## config.mk

```make
export PLATFORM = sky130hd
export DESIGN_NAME = led_blink_fade_controller
export DESIGN_NICKNAME = d
export VERILOG_FILES = /design/src/design/lbfc_pkg.sv /design/src/design/lbfc_ctrl.sv /design/src/design/lbfc_dp.sv /design/src/design/led_blink_fade_controller.sv
export SDC_FILE = /design/constraint.sdc
export NUM_CORES = 1
export LEC_CHECK = 0
export ABC_AREA = 1
export BUFFER_PORTS_ARGS = -buffer_cell sky130_fd_sc_hd__buf_2
export CAP_MARGIN = 15
export CORE_MARGIN = 3
export CORE_UTILIZATION = 25
export DETAILED_ROUTE_END_ITERATION = 6
export GPL_TIMING_DRIVEN = 0
export SETUP_SLACK_MARGIN = 0.15
export SLEW_MARGIN = 5
export SYNTH_ARGS = -nofsm -noshare
export SYNTH_HDL_FRONTEND = slang
export SYNTH_SLANG_ARGS = --single-unit
export TNS_END_PERCENT = 30
```

## constraint.sdc

```tcl
create_clock -name clk -period 6.9 [get_ports clk]
set_input_delay 0.69 -clock clk [delete_from_list [all_inputs] [get_ports clk]]
set_output_delay 0.69 -clock clk [all_outputs]
set_load 0.02 [all_outputs]
```

## src/design/lbfc_pkg.sv

```systemverilog
// Shared types and constants for the LED blink/fade controller.
package lbfc_pkg;

    localparam int ACTION_W = 3;
    localparam int LEVEL_W  = 8;
    localparam int MS_W     = 16;
    localparam int STEP_W   = 8;
    localparam int DUTY_W   = 8;
    localparam int MODE_W   = 3;

    // quotient of every division fits in DUTY_W bits, one bit per step
    localparam int DIV_STEPS = DUTY_W;
    localparam int CNT_W     = $clog2(DIV_STEPS);

    localparam logic [DUTY_W-1:0]  FULL_MAX = 8'd255;
    localparam logic [LEVEL_W-1:0] PCT_MAX  = 8'd100;

    typedef enum logic [ACTION_W-1:0] {
        ACT_TICK       = 3'd0,
        ACT_SET_VALUE  = 3'd1,
        ACT_ON         = 3'd2,
        ACT_OFF        = 3'd3,
        ACT_SET_BRIGHT = 3'd4,
        ACT_BLINK      = 3'd5,
        ACT_FADE_IN    = 3'd6,
        ACT_FADE_OUT   = 3'd7
    } action_t;

    typedef enum logic [MODE_W-1:0] {
        MODE_OFF       = 3'd0,
        MODE_ON        = 3'd1,
        MODE_BLINK_ON  = 3'd2,
        MODE_BLINK_OFF = 3'd3,
        MODE_FADE_IN   = 3'd4,
        MODE_FADE_OUT  = 3'd5
    } mode_t;

    typedef enum logic [2:0] {
        ST_IDLE,
        ST_MUL,
        ST_DIV,
        ST_FIN,
        ST_OUT
    } state_t;

    typedef struct packed {
        logic issue;     // request accepted: apply immediate update
        logic mul;       // load product into divider remainder
        logic div_step;  // one restoring division step
        logic finish;    // apply quotient
        logic load_out;  // move result into output registers
    } dp_cmd_t;

    typedef struct packed {
        logic need_div;  // request needs the multiply/divide path
    } dp_stat_t;

endpackage

```

## src/design/lbfc_ctrl.sv

```systemverilog
// Sequencing state machine for the LED blink/fade controller.
module lbfc_ctrl
(
    input  logic               clk,
    input  logic               rst_n,
    input  logic               in_valid,
    output logic               in_ready,
    output logic               out_valid,
    input  logic               out_ready,
    input  lbfc_pkg::dp_stat_t stat,
    output lbfc_pkg::dp_cmd_t  cmd
);

    lbfc_pkg::state_t            state_reg, state_next;
    logic [lbfc_pkg::CNT_W-1:0]  cnt_reg, cnt_next;
    logic                        out_valid_reg, out_valid_next;
    logic                        out_free;

    assign out_free = !out_valid_reg || out_ready;

    always_comb
    begin
        state_next = state_reg;
        case (state_reg)
            lbfc_pkg::ST_IDLE:
            begin
                if (in_valid)
                begin
                    state_next = stat.need_div ? lbfc_pkg::ST_MUL : lbfc_pkg::ST_OUT;
                end
            end
            lbfc_pkg::ST_MUL:
            begin
                state_next = lbfc_pkg::ST_DIV;
            end
            lbfc_pkg::ST_DIV:
            begin
                if (cnt_reg == lbfc_pkg::CNT_W'(lbfc_pkg::DIV_STEPS - 1))
                begin
                    state_next = lbfc_pkg::ST_FIN;
                end
            end
            lbfc_pkg::ST_FIN:
            begin
                state_next = lbfc_pkg::ST_OUT;
            end
            lbfc_pkg::ST_OUT:
            begin
                if (out_free)
                begin
                    state_next = lbfc_pkg::ST_IDLE;
                end
            end
            default:
            begin
                state_next = lbfc_pkg::ST_IDLE;
            end
        endcase
    end

    always_comb
    begin
        cmd            = '0;
        in_ready       = 1'b0;
        cnt_next       = cnt_reg;
        out_valid_next = out_valid_reg && !out_ready;
        case (state_reg)
            lbfc_pkg::ST_IDLE:
            begin
                in_ready  = 1'b1;
                cmd.issue = in_valid;
            end
            lbfc_pkg::ST_MUL:
            begin
                cmd.mul  = 1'b1;
                cnt_next = '0;
            end
            lbfc_pkg::ST_DIV:
            begin
                cmd.div_step = 1'b1;
                cnt_next     = cnt_reg + 1'b1;
            end
            lbfc_pkg::ST_FIN:
            begin
                cmd.finish = 1'b1;
            end
            lbfc_pkg::ST_OUT:
            begin
                if (out_free)
                begin
                    cmd.load_out   = 1'b1;
                    out_valid_next = 1'b1;
                end
            end
            default:
            begin
                cmd = '0;
            end
        endcase
    end

    always_ff @(posedge clk or negedge rst_n)
    begin
        if (!rst_n)
        begin
            state_reg     <= lbfc_pkg::ST_IDLE;
            cnt_reg       <= '0;
            out_valid_reg <= 1'b0;
        end
        else
        begin
            state_reg     <= state_next;
            cnt_reg       <= cnt_next;
            out_valid_reg <= out_valid_next;
        end
    end

    assign out_valid = out_valid_reg;

endmodule

```

## src/design/lbfc_dp.sv

```systemverilog
// Datapath: mode/timer state, shared multiply and restoring divider, output registers.
module lbfc_dp
#(
    parameter int TIME_BITS = 16
)
(
    input  logic                          clk,
    input  logic                          rst_n,
    input  lbfc_pkg::dp_cmd_t             cmd,
    output lbfc_pkg::dp_stat_t            stat,
    input  logic [lbfc_pkg::ACTION_W-1:0] action,
    input  logic [lbfc_pkg::LEVEL_W-1:0]  level,
    input  logic [lbfc_pkg::MS_W-1:0]     blink_on_ms,
    input  logic [lbfc_pkg::MS_W-1:0]     blink_off_ms,
    input  logic [lbfc_pkg::MS_W-1:0]     fade_ms,
    input  logic [lbfc_pkg::STEP_W-1:0]   fade_step_ms,
    output logic [lbfc_pkg::DUTY_W-1:0]   duty,
    output logic                          duty_written,
    output logic                          is_lit,
    output logic [lbfc_pkg::MODE_W-1:0]   mode
);

    localparam int PW = TIME_BITS + lbfc_pkg::DUTY_W;
    localparam logic [TIME_BITS-1:0] TIME_MAX = {TIME_BITS{1'b1}};
    localparam logic [TIME_BITS-1:0] TIME_ONE = TIME_BITS'(1);

    typedef logic [TIME_BITS-1:0] tm_t;
    typedef logic [lbfc_pkg::DUTY_W-1:0] dt_t;

    // architectural state
    lbfc_pkg::mode_t mode_reg, mode_next;
    dt_t             full_reg, full_next;
    tm_t             elapsed_reg, elapsed_next;
    tm_t             lit_reg, lit_next;
    tm_t             dark_reg, dark_next;
    tm_t             fade_reg, fade_next;
    logic [lbfc_pkg::STEP_W-1:0] step_reg, step_next;
    logic [lbfc_pkg::STEP_W-1:0] scnt_reg, scnt_next;
    dt_t             duty_reg, duty_next;
    logic            written_reg, written_next;

    // divide path working registers
    lbfc_pkg::action_t act_reg, act_next;
    tm_t             opa_reg, opa_next;
    dt_t             opb_reg, opb_next;
    tm_t             dvs_reg, dvs_next;
    logic [PW-1:0]   rem_reg, rem_next;
    logic [PW-1:0]   dsh_reg, dsh_next;
    dt_t             quo_reg, quo_next;

    // output registers
    dt_t                          duty_o_reg;
    logic                         written_o_reg;
    logic                         lit_o_reg;
    logic [lbfc_pkg::MODE_W-1:0]  mode_o_reg;

    tm_t                         elapsed_inc;
    tm_t                         lit_min, dark_min;
    logic                        fade_done;
    logic [lbfc_pkg::STEP_W-1:0] step_min, scnt_inc;
    logic                        scnt_wrap;
    logic [lbfc_pkg::LEVEL_W-1:0] lvl_sat;
    logic                        need_div;

    function automatic tm_t sat_time(input logic [lbfc_pkg::MS_W-1:0] x);
        tm_t r;
        if ({17'd0, x} > 33'(TIME_MAX))
        begin
            r = TIME_MAX;
        end
        else
        begin
            r = TIME_BITS'(x);
        end
        return r;
    endfunction

    assign elapsed_inc = (elapsed_reg == TIME_MAX) ? elapsed_reg : elapsed_reg + TIME_ONE;
    assign lit_min     = (lit_reg == '0) ? TIME_ONE : lit_reg;
    assign dark_min    = (dark_reg == '0) ? TIME_ONE : dark_reg;
    assign fade_done   = elapsed_inc >= fade_reg;
    assign step_min    = (step_reg == '0) ? lbfc_pkg::STEP_W'(1) : step_reg;
    assign scnt_inc    = scnt_reg + 1'b1;
    // counter tracks elapsed mod step; elapsed is exact until the fade ends
    assign scnt_wrap   = scnt_inc == step_min;
    assign lvl_sat     = (level > lbfc_pkg::PCT_MAX) ? lbfc_pkg::PCT_MAX : level;

    always_comb
    begin
        mode_next    = mode_reg;
        full_next    = full_reg;
        elapsed_next = elapsed_reg;
        lit_next     = lit_reg;
        dark_next    = dark_reg;
        fade_next    = fade_reg;
        step_next    = step_reg;
        scnt_next    = scnt_reg;
        duty_next    = duty_reg;
        written_next = written_reg;
        act_next     = act_reg;
        opa_next     = opa_reg;
        opb_next     = opb_reg;
        dvs_next     = dvs_reg;
        rem_next     = rem_reg;
        dsh_next     = dsh_reg;
        quo_next     = quo_reg;
        need_div     = 1'b0;

        if (cmd.issue)
        begin
            act_next     = lbfc_pkg::action_t'(action);
            written_next = 1'b0;
            case (lbfc_pkg::action_t'(action))
                lbfc_pkg::ACT_TICK:
                begin
                    elapsed_next = elapsed_inc;
                    case (mode_reg)
                        lbfc_pkg::MODE_BLINK_ON:
                        begin
                            if (elapsed_inc >= lit_min)
                            begin
                                mode_next    = lbfc_pkg::MODE_BLINK_OFF;
                                elapsed_next = '0;
                                duty_next    = '0;
                                written_next = 1'b1;
                            end
                        end
                        lbfc_pkg::MODE_BLINK_OFF:
                        begin
                            if (elapsed_inc >= dark_min)
                            begin
                                mode_next    = lbfc_pkg::MODE_BLINK_ON;
                                elapsed_next = '0;
                                duty_next    = full_reg;
                                written_next = 1'b1;
                            end
                        end
                        lbfc_pkg::MODE_FADE_IN,
                        lbfc_pkg::MODE_FADE_OUT:
                        begin
                            scnt_next = scnt_wrap ? '0 : scnt_inc;
                            if (fade_done)
                            begin
                                written_next = 1'b1;
                                if (mode_reg == lbfc_pkg::MODE_FADE_IN)
                                begin
                                    duty_next = full_reg;
                                    mode_next = lbfc_pkg::MODE_ON;
                                end
                                else
                                begin
                                    duty_next = '0;
                                    mode_next = lbfc_pkg::MODE_OFF;
                                end
                            end
                            else if (scnt_wrap)
                            begin
                                written_next = 1'b1;
                                need_div     = 1'b1;
                                opa_next     = (mode_reg == lbfc_pkg::MODE_FADE_IN) ?
                                               elapsed_inc : fade_reg - elapsed_inc;
                                opb_next     = full_reg;
                                dvs_next     = fade_reg;
                            end
                        end
                        default:
                        begin
                            mode_next = mode_reg;
                        end
                    endcase
                end
                lbfc_pkg::ACT_SET_VALUE:
                begin
                    written_next = 1'b1;
                    if (level == '0)
                    begin
                        mode_next = lbfc_pkg::MODE_OFF;
                        duty_next = '0;
                    end
                    else
                    begin
                        mode_next = lbfc_pkg::MODE_ON;
                        duty_next = full_reg;
                    end
                end
                lbfc_pkg::ACT_ON:
                begin
                    mode_next    = lbfc_pkg::MODE_ON;
                    duty_next    = full_reg;
                    written_next = 1'b1;
                end
                lbfc_pkg::ACT_OFF:
                begin
                    mode_next    = lbfc_pkg::MODE_OFF;
                    duty_next    = '0;
                    written_next = 1'b1;
                end
                lbfc_pkg::ACT_SET_BRIGHT:
                begin
                    // percent*255/100 through the shared divider
                    need_div = 1'b1;
                    opa_next = TIME_BITS'(lvl_sat);
                    opb_next = lbfc_pkg::FULL_MAX;
                    dvs_next = TIME_BITS'(lbfc_pkg::PCT_MAX);
                end
                lbfc_pkg::ACT_BLINK:
                begin
                    lit_next     = sat_time(blink_on_ms);
                    dark_next    = sat_time(blink_off_ms);
                    mode_next    = lbfc_pkg::MODE_BLINK_ON;
                    elapsed_next = '0;
                    duty_next    = full_reg;
                    written_next = 1'b1;
                end
                lbfc_pkg::ACT_FADE_IN,
                lbfc_pkg::ACT_FADE_OUT:
                begin
                    fade_next    = sat_time(fade_ms);
                    step_next    = fade_step_ms;
                    elapsed_next = '0;
                    scnt_next    = '0;
                    written_next = 1'b1;
                    if (lbfc_pkg::action_t'(action) == lbfc_pkg::ACT_FADE_IN)
                    begin
                        mode_next = lbfc_pkg::MODE_FADE_IN;
                        duty_next = '0;
                    end
                    else
                    begin
                        mode_next = lbfc_pkg::MODE_FADE_OUT;
                        duty_next = full_reg;
                    end
                end
                default:
                begin
                    written_next = 1'b0;
                end
            endcase
        end

        if (cmd.mul)
        begin
            rem_next = PW'(opa_reg) * PW'(opb_reg);
            dsh_next = PW'(dvs_reg) << (lbfc_pkg::DIV_STEPS - 1);
        end

        if (cmd.div_step)
        begin
            if (rem_reg >= dsh_reg)
            begin
                rem_next = rem_reg - dsh_reg;
                quo_next = {quo_reg[lbfc_pkg::DUTY_W-2:0], 1'b1};
            end
            else
            begin
                quo_next = {quo_reg[lbfc_pkg::DUTY_W-2:0], 1'b0};
            end
            dsh_next = dsh_reg >> 1;
        end

        if (cmd.finish)
        begin
            if (act_reg == lbfc_pkg::ACT_SET_BRIGHT)
            begin
                full_next = quo_reg;
                if (mode_reg == lbfc_pkg::MODE_ON || mode_reg == lbfc_pkg::MODE_BLINK_ON)
                begin
                    duty_next    = quo_reg;
                    written_next = 1'b1;
                end
            end
            else
            begin
                duty_next = quo_reg;
                if (mode_reg == lbfc_pkg::MODE_FADE_IN && quo_reg == full_reg)
                begin
                    mode_next = lbfc_pkg::MODE_ON;
                end
                else if (mode_reg == lbfc_pkg::MODE_FADE_OUT && quo_reg == '0)
                begin
                    mode_next = lbfc_pkg::MODE_OFF;
                end
            end
        end
    end

    assign stat.need_div = need_div;

    always_ff @(posedge clk or negedge rst_n)
    begin
        if (!rst_n)
        begin
            mode_reg    <= lbfc_pkg::MODE_OFF;
            full_reg    <= lbfc_pkg::FULL_MAX;
            elapsed_reg <= '0;
            lit_reg     <= '0;
            dark_reg    <= '0;
            fade_reg    <= '0;
            step_reg    <= '0;
            scnt_reg    <= '0;
            duty_reg    <= '0;
            written_reg <= 1'b0;
        end
        else
        begin
            mode_reg    <= mode_next;
            full_reg    <= full_next;
            elapsed_reg <= elapsed_next;
            lit_reg     <= lit_next;
            dark_reg    <= dark_next;
            fade_reg    <= fade_next;
            step_reg    <= step_next;
            scnt_reg    <= scnt_next;
            duty_reg    <= duty_next;
            written_reg <= written_next;
        end
    end

    always_ff @(posedge clk)
    begin
        act_reg <= act_next;
        opa_reg <= opa_next;
        opb_reg <= opb_next;
        dvs_reg <= dvs_next;
        rem_reg <= rem_next;
        dsh_reg <= dsh_next;
        quo_reg <= quo_next;
        if (cmd.load_out)
        begin
            duty_o_reg    <= duty_reg;
            written_o_reg <= written_reg;
            lit_o_reg     <= (mode_reg != lbfc_pkg::MODE_OFF) &&
                             (mode_reg != lbfc_pkg::MODE_BLINK_OFF);
            mode_o_reg    <= mode_reg;
        end
    end

    assign duty         = duty_o_reg;
    assign duty_written = written_o_reg;
    assign is_lit       = lit_o_reg;
    assign mode         = mode_o_reg;

endmodule

```

## src/design/led_blink_fade_controller.sv

```systemverilog
// Top level of the LED blink/fade controller: state machine plus datapath.
//
//  channel | handshake            | payload
//  --------+----------------------+-----------------------------------------------
//  in      | in_valid / in_ready  | action, level, blink_on_ms, blink_off_ms,
//          |                      | fade_ms, fade_step_ms
//  out     | out_valid / out_ready| duty, duty_written, is_lit, mode
//
// One request at a time. Ticks and commands that need no division go from accept
// straight to the output state. Fade steps and set_brightness go through a
// multiply step, an 8-step restoring divider and a finish step before output.
// A new request is accepted while the previous result still waits in the output
// register; a stalled output holds the following request in its last cycle.
// Reset (rst_n, async) puts the LED in the off mode with full level 255.
module led_blink_fade_controller
#(
    parameter int TIME_BITS = 16
)
(
    input  logic                          clk,
    input  logic                          rst_n,
    input  logic                          in_valid,
    output logic                          in_ready,
    input  logic [lbfc_pkg::ACTION_W-1:0] action,
    input  logic [lbfc_pkg::LEVEL_W-1:0]  level,
    input  logic [lbfc_pkg::MS_W-1:0]     blink_on_ms,
    input  logic [lbfc_pkg::MS_W-1:0]     blink_off_ms,
    input  logic [lbfc_pkg::MS_W-1:0]     fade_ms,
    input  logic [lbfc_pkg::STEP_W-1:0]   fade_step_ms,
    output logic                          out_valid,
    input  logic                          out_ready,
    output logic [lbfc_pkg::DUTY_W-1:0]   duty,
    output logic                          duty_written,
    output logic                          is_lit,
    output logic [lbfc_pkg::MODE_W-1:0]   mode
);

    lbfc_pkg::dp_cmd_t  cmd;
    lbfc_pkg::dp_stat_t stat;

    lbfc_ctrl u_ctrl
    (
        .clk       (clk),
        .rst_n     (rst_n),
        .in_valid  (in_valid),
        .in_ready  (in_ready),
        .out_valid (out_valid),
        .out_ready (out_ready),
        .stat      (stat),
        .cmd       (cmd)
    );

    lbfc_dp
    #(
        .TIME_BITS (TIME_BITS)
    )
    u_dp
    (
        .clk          (clk),
        .rst_n        (rst_n),
        .cmd          (cmd),
        .stat         (stat),
        .action       (action),
        .level        (level),
        .blink_on_ms  (blink_on_ms),
        .blink_off_ms (blink_off_ms),
        .fade_ms      (fade_ms),
        .fade_step_ms (fade_step_ms),
        .duty         (duty),
        .duty_written (duty_written),
        .is_lit       (is_lit),
        .mode         (mode)
    );

endmodule
```

==> flow_summary.toml <==
[power_and_ir_drop]
power_density_nw_per_um2 = 390
pwr-share-seq_pct = 27.7
power.switching_mw = 3.39
power.static_leakage_nw = 9.39
vdd_drop_max_v = 0.000195
p_int_mw = 4.13
sw_frac_of_total_pct = 45.1
power_frac_comb_pct = 54.2
clock_power_share_pct = 18.2
finalPower_mw = 7.52

[clock_tree]
cts-root-buf = "clkbuf_16"
clock_path_buffers = 3
insertion_delay_ps = 550
numCtsBuffers = 25
cts_tree = "built"
cts_resized = 0
cts-htree-levels = 1
clkTransAtPathRegs_ps = 60
cts_setup_buffers = 0
cts_sinks = 218

[critical_path]
worstSetupPathType = "flip-flop to flip-flop"
crit_arrival_ps = 6190
required_ps = 7330
critPathMaxFanout = 10
startpoint_type = "flip-flop"
worstSetupEndpointType = "flip-flop"

[sta]
skew_ps = 22.0
slew_headroom_pct = 29.4
hold_violations = 0
fin_crit_sh_pct = 83.4
rsz0062_at_grt = "no"
maxSlewViolCount = 0
period_minus_slack_ps = 5760
worstMarginPinSlew_ps = 1060
fin_setup_tns_ps = 0
clock.fmax_mhz = 174
setup_violations = 0

[placement]
io_buffers = 85
gp_congestion = 0.880
dpl.hpwl_um = 36900

[floorplan]
ios = 86
die_y_um = 266
die_area_um2 = 70600
die_x_um = 266
rows = 94
start_util_pct = 25.5
coreArea_um2 = 66200

[synth]
ys_warn_count = 0
synth_most_common_cell = "nand2_1"
synth_seq_cells = 218
syn-cell-area_um2 = 16900
synth_edf_count = 87
synth.largest_area_cell = "edfxtp_1"
async_flop_share_pct = 49.1
ys_seq_area_share_pct = 34.3
ys.flop_type = "dfrtp_1"
synth.top_cell.area_share_pct = 15.5
synth.distinct_cells = 59
avgSynthCellArea_um2 = 7.80
ys_top_cells_by_area = "edfxtp_1 16%, dfrtp_1 15%, nand2_1 12%"
syn_nets = 2426
yosys-top-cells-count = "518 x nand2_1, 408 x inv_1, 161 x o21ai_0"
netlist_instances = 2161

[global_routing]
grt_usage_pct = 13.4
grt_pass1_vias = 13963
globalRouteOverflowTotal = 0
antenna_found_initial = 4
grt_pass1_wl_um = 76000
grt_max_degree = 83

[routing]
totalWireLength_um = 47400
drtPass1Iterations = 5
drt_iter0_drc = 951
postRouteAntennaNets = 0
vias_per_cell = 4.57
wire_per_inst_um = 15.0
vias = 14458
drc = 0

[final_layout]
largest_reg_flops = 24
regArea_um2 = 5780
final_layout_size_suffix_gt1_share_pct = 8.45
nets = 2542
multi_input_area_um2 = 9190
fill_cells = 7155
syn2layout_area_growth_pct = 14.4

[run_status]
status = "finished clean"

[run]
drv_cap = 0

[worst_hold_path]
min_path_type = "primary input to flip-flop"
-- final timing paths --
check / start / endpoint / slack (ps) / cells after the start
worst max-delay path: u_dp.opb_reg[5] / u_dp.rem_reg[18] / 1140 / 23
worst min-delay path: blink_on_ms[14] / u_dp.lit_reg[14] / 350 / 3
worst max register to register: u_dp.opb_reg[5] / u_dp.rem_reg[18] / 1140 / 23
worst min register to register: u_dp.scnt_reg[6] / u_dp.scnt_reg[6] / 490 / 2
max in group asynchronous: rst_n / u_ctrl.out_valid / 5600 / 3
min in group asynchronous: rst_n / u_dp.scnt_reg[2] / 570 / 2
-- power by group through the flow --
stage          sequential (mW)  clock [mW]  combinational, mW
2_1_floorplan             2.07           0               3.00
3_3_place_gp              2.10           0               4.00
3_5_place_dp              2.11           0               4.05
4_1_cts                   2.09        1.40               4.08
5_1_grt                   2.13        1.46               4.66
6_report                  2.08        1.36               4.07
-- cells in the final DEF, fill, tap and decap left out, drive strengths merged, types with 5 or more instances in the layout --
cell / Yosys / final
nand2: 528 / 528
inv: 416 / 418
o21ai: 167 / 167
nor2: 133 / 133
a21oi: 110 / 110
ha: 109 / 109
buf: 13 / 101
clkbuf: 63 / 101
dfrtp: 99 / 99
edfxtp: 87 / 87
nand3: 86 / 86
fa: 85 / 85
nand4: 47 / 47
xor2: 38 / 38
dfxtp: 24 / 24
o211ai: 22 / 22
nor3: 22 / 22
xnor2: 19 / 19
a31oi: 15 / 15
o32ai: 11 / 11
or2: 8 / 8
dfstp: 8 / 8
nor4: 6 / 6
o22ai: 6 / 6
a211oi: 5 / 5
-- stage by stage --
step	utilization (%)	std cells	worst slack [ps]	instance area (µm²)	hold slack (ps)
3_5_place_dp	27.8	3113	1190	18400	482
6_report	29.1	3161	1140	19300	347
4_1_cts	29.1	3159	1170	19300	321
5_1_grt	29.1	3159	681	19300	344
3_3_place_gp	27.7	3110	1190	18400	471
2_1_floorplan	-	2161	2080	16900	394
-- logic make-up (layout without fill, tap and decap cells) --
kind of cell	after synthesis	count (layout)	synth area share (%)
xor gates and xnor gates	57	57	2.96
buffers and inverters	493	627	11.2
muxes	1	1	0.0668
AOI/OAI and AO/OA	360	360	12.1
adders and majority gates	194	194	18.2
and+or+nand+nor	838	838	21.1
other	0	2	0
DFF	218	218	34.3
-- cell type report --
class / instances / area share [%]
repair buffers: 89 / 2.55
well taps: 864 / 5.61
diodes: 2 / 0.0260
plain buffers: 76 / 1.67
clock buffers: 38 / 3.87
multi-input cells: 1450 / 47.7
clock inverters: 7 / 0.493
inverters: 417 / 8.12
flip-flops and latches: 218 / 30.0
-- critical path: stages, from the launching register on --
cell      delay, ps
edfxtp_1        320
clkbuf_1        390
clkbuf_1        530
nand2_1         140
fa_1            500
fa_1            550
inv_1            50
fa_1            500
fa_1            490
ha_1            400
a21oi_1         110
o21ai_0         270
a21o_1          150
a31oi_1         120
o21ai_0         320
nand2_1          80
nand2_1         100
nand3_1          70
nand2_1         100
a21oi_1          60
o21ai_0         120
nand3_1          90
o21ai_0          80
inv_1            50
-- layer usage --
metal,wire length (µm),track usage [%],vias up
met1,22200,18.8,6823
met5,27,0,-
met4,1180,3.42,4
met3,2510,1.89,78
met2,21500,21.6,379
li1,-,-,7174
-- what timing repair did --
action | CTS | global route
hold buffers | 1 | 0
hold endpoints to repair | 11 | 0
endpoints found under the setup margin | 0 | 0
Power figures use the tool's default switching activity.
